<file path="config.mk">
export PLATFORM = sky130hd
export DESIGN_NAME = bsme_ram
export DESIGN_NICKNAME = d
export VERILOG_FILES = /design/src/rtl/core/bsme_ram.sv
export SDC_FILE = /design/constraint.sdc
export NUM_CORES = 1
export LEC_CHECK = 0
export ABC_AREA = 1
export ABC_CLOCK_PERIOD_IN_PS = 2200
export BUFFER_PORTS_ARGS = -buffer_cell sky130_fd_sc_hd__buf_4
export CAP_MARGIN = 15
export CORE_MARGIN = 2
export CORE_UTILIZATION = 60
export CTS_BUF_LIST = sky130_fd_sc_hd__clkbuf_4
export DETAILED_ROUTE_END_ITERATION = 10
export PLACE_DENSITY = 0.76
export SKIP_CTS_REPAIR_TIMING = 1
export SYNTH_ARGS = -nofsm -noshare
export SYNTH_HDL_FRONTEND = slang
export SYNTH_SLANG_ARGS = --single-unit
</file>
<file path="constraint.sdc">
create_clock -name clk_i -period 2.2 [get_ports clk_i]
set_input_delay 0 -clock clk_i [delete_from_list [all_inputs] [get_ports clk_i]]
set_output_delay 0 -clock clk_i [all_outputs]
set_load 0.01 [all_outputs]
</file>
<file path="src/rtl/core/bsme_ram.sv">
// Generic single-write, single-read RAM with registered read data.
// No dependencies.
module bsme_ram #(
  parameter int unsigned WIDTH = 8,
  parameter int unsigned DEPTH = 64
) (
  input  logic                     clk_i,
  input  logic                     we_i,
  input  logic [$clog2(DEPTH)-1:0] waddr_i,
  input  logic [WIDTH-1:0]         wdata_i,
  input  logic [$clog2(DEPTH)-1:0] raddr_i,
  output logic [WIDTH-1:0]         rdata_o
);
  logic [WIDTH-1:0] mem_q [DEPTH];

  // Write port and registered read port
  always_ff @(posedge clk_i) begin
    if (we_i) begin
      mem_q[waddr_i] <= wdata_i;
    end
    rdata_o <= mem_q[raddr_i];
  end
endmodule

</file>
==> results_dict.tcl <==
set metrics [dict create \
    slew_headroom_pct 35.5 \
    synth_fp_nets 1827 \
    grt_pass1_vias 14600 \
    numPortBuffers 29 \
    whs_ns 0.0213 \
    finalSetupTns_ns 0 \
    cts_buffer_depth 3 \
    io_pins 30 \
    critPathMaxStageDelay_ns 0.74 \
    synth_top_area_cell "edfxtp_1" \
    grt_pass1_wl_mm 80.6 \
    totalWireLength_mm 53.7 \
    avgSynthCellArea_sq_um 11.8 \
    first_pass_iters 5 \
    wire_per_inst_microns 21.2 \
    setup_slack_ns 0.264 \
    synth.distinct_cells 16 \
    path_cells "dlygate4sd3_1 > buf_4 > inv_1 > nand2_1 > nand3_1 > nand3_1 > dlygate4sd3_1 > nand2_1" \
    cp_max_fo 33 \
    rows 69 \
    min_period_ns 1.94 \
    path_delay_family "buffers and inverters" \
    critPathLaunchType "primary input" \
    crit_type "in -> reg" \
    gp_congestion 0.939 \
    vias_per_cell 5.95 \
    final_max_slew_viol_count 0 \
    dpl_worst_slack_ns 0.514 \
    detail-route-antenna-nets 0 \
    vias 15100 \
    synth_seq_cells 520 \
    finalCritPeriodShare_pct 88.0 \
    yosysSeqAreaShare_pct 72.8 \
    area_growth_pct 13.4 \
    fillers 2489 \
    grt_start_max_net_pins 84 \
    yosysMostFrequentCell "nand2_1" \
    fmax_mhz 517 \
    drive_gt1_share_pct 16.4 \
    cp_data_arrival_time_ns 2.67 \
    cts-root-buf "clkbuf_4" \
    syn_inst 1805 \
    h-tree-depth 4 \
    max-cap-violations 0 \
    cts_made_buffers 132 \
    min_path_type "in -> reg" \
    synth_common_cells "648 x nand2_1, 512 x edfxtp_1, 439 x nand3_1, 56 x nor2_1, 37 x buf_2" \
    powerDensity_nw_per_um2 864 \
    worstMarginPinSlew_ns 0.967 \
    insertion_delay_ns 0.80 \
    layout.nets 1998 \
    drt_iter0_markers 1775 \
    antenna_found_initial 1 \
    peakVddDrop_mv 0.571 \
    die_w_microns 193 \
    worstSetupEndpointType "register" \
    die_height_microns 193 \
    hold_violations 0 \
    cts.sinks 520 \
    synth_area_leaders "edfxtp_1 72%, nand2_1 11%, nand3_1 10%" \
    cp_num_buf_inv 4 \
    status "finished clean" \
    required_ns 2.94 \
    cts_tree "built" \
    overflow 0 \
    synth_edf_count 512 \
    syn_area_sq_um 21300 \
    grt_usage_pct 29.5 \
    slowest_stage "inv_1" \
    synth_top_area_share_pct 72.0 \
    route.detailed.drc 0 \
    synthArstFlopShare_pct 0 \
    leakage_nw 9.10 \
    place.detailed.hpwl_mm 30.5 \
    setup_viol_count_final 0 \
    total_power_w 0.0209 \
    ys.flop_type "edfxtp_1" \
    rsz0062_at_grt "false" \
    initial_core_util_pct 60.4 \
    core_sq_um 35300 \
    die_area_sq_um 37100 \
    yosys_warnings 0 \
    final_core_util_pct 68.6 \
    clkSlewWorstSetupHoldPaths_ns 0.07 \
    skew_ns 0.0431 \
]
==> registers in the layout, indices dropped and copies added (netlist names) <==
register,cells
rdata_o,8
mem_q,512
==> layer usage <==
metal	vias to the layer above	wire length [microns]	GRT usage, %
met1	7241	19800	38.7
met3	155	5620	6.95
met4	0	2110	13.6
li1	6782	-	-
met2	903	26200	47.2
met5	-	0	0
==> report_power, final <==
part	leakage (nW)	total [W]	internal [W]	switching (W)
Combinational	3.37	0.00134	0.000366	0.000971
Sequential	4.67	0.0110	0.0110	0.0000434
Clock	1.06	0.00857	0.00484	0.00374
==> cells in the final DEF, fill, tap and decap left out, types with 3 or more instances in the layout <==
master         count
nand4_1            9
bufinv_16          6
nor2_1            56
nand3_1          439
edfxtp_1         512
inv_2              4
nand2_1          648
nor4_1             8
clkinv_1          19
buf_12            10
clkbuf_4         200
clkinv_2           3
buf_4            115
dlygate4sd3_1     24
dfxtp_1            8
inv_1              9
==> cell type report <==
type                       count  area (sq um)  area share, %
timing repair buffer         150          1320           5.43
clock buffer                 200          1500           6.20
multi-input combinational   1160          4950           20.4
inverter                      12          52.6          0.217
antenna                        1          2.50         0.0103
sequential                   520         15500           64.2
clock inverter                31           278           1.15
tap                          461           577           2.38
==> cells by family after synthesis <==
group,count (synthesis),synth area share (%)
buffers and inverters,125,4.02
flip-flops,520,72.8
AND/OR/NAND/NOR,1160,23.2
==> worst paths after layout <==
kind,start,endpoint,slack [ns],depth (start not counted)
setup / recovery,raddr_i[3],rdata_o[4],0.26,8
hold / removal,waddr_i[3],mem_q[15][0],0.02,4
setup reg to reg,mem_q[51][4],rdata_o[4],0.32,9
hold reg to reg,mem_q[16][1],rdata_o[1],0.83,8
==> worst reg2reg max path: stages (launching register included) <==
cell	delay, ns
edfxtp_1	0.36
nand2_1	0.08
nand3_1	0.14
nand3_1	0.16
nand2_1	0.07
nand2_1	0.09
nand3_1	0.16
nand3_1	0.12
dlygate4sd3_1	0.55
nand2_1	0.05
==> metrics by stage <==
stage	cells	cell area, sq um
floorplan	1805	21300
global placement	2279	22200
finish	2535	24200
CTS	2510	24000
detailed placement	2279	22200
global route	2535	24200
Note: power is estimated with default switching activity, not from simulation.
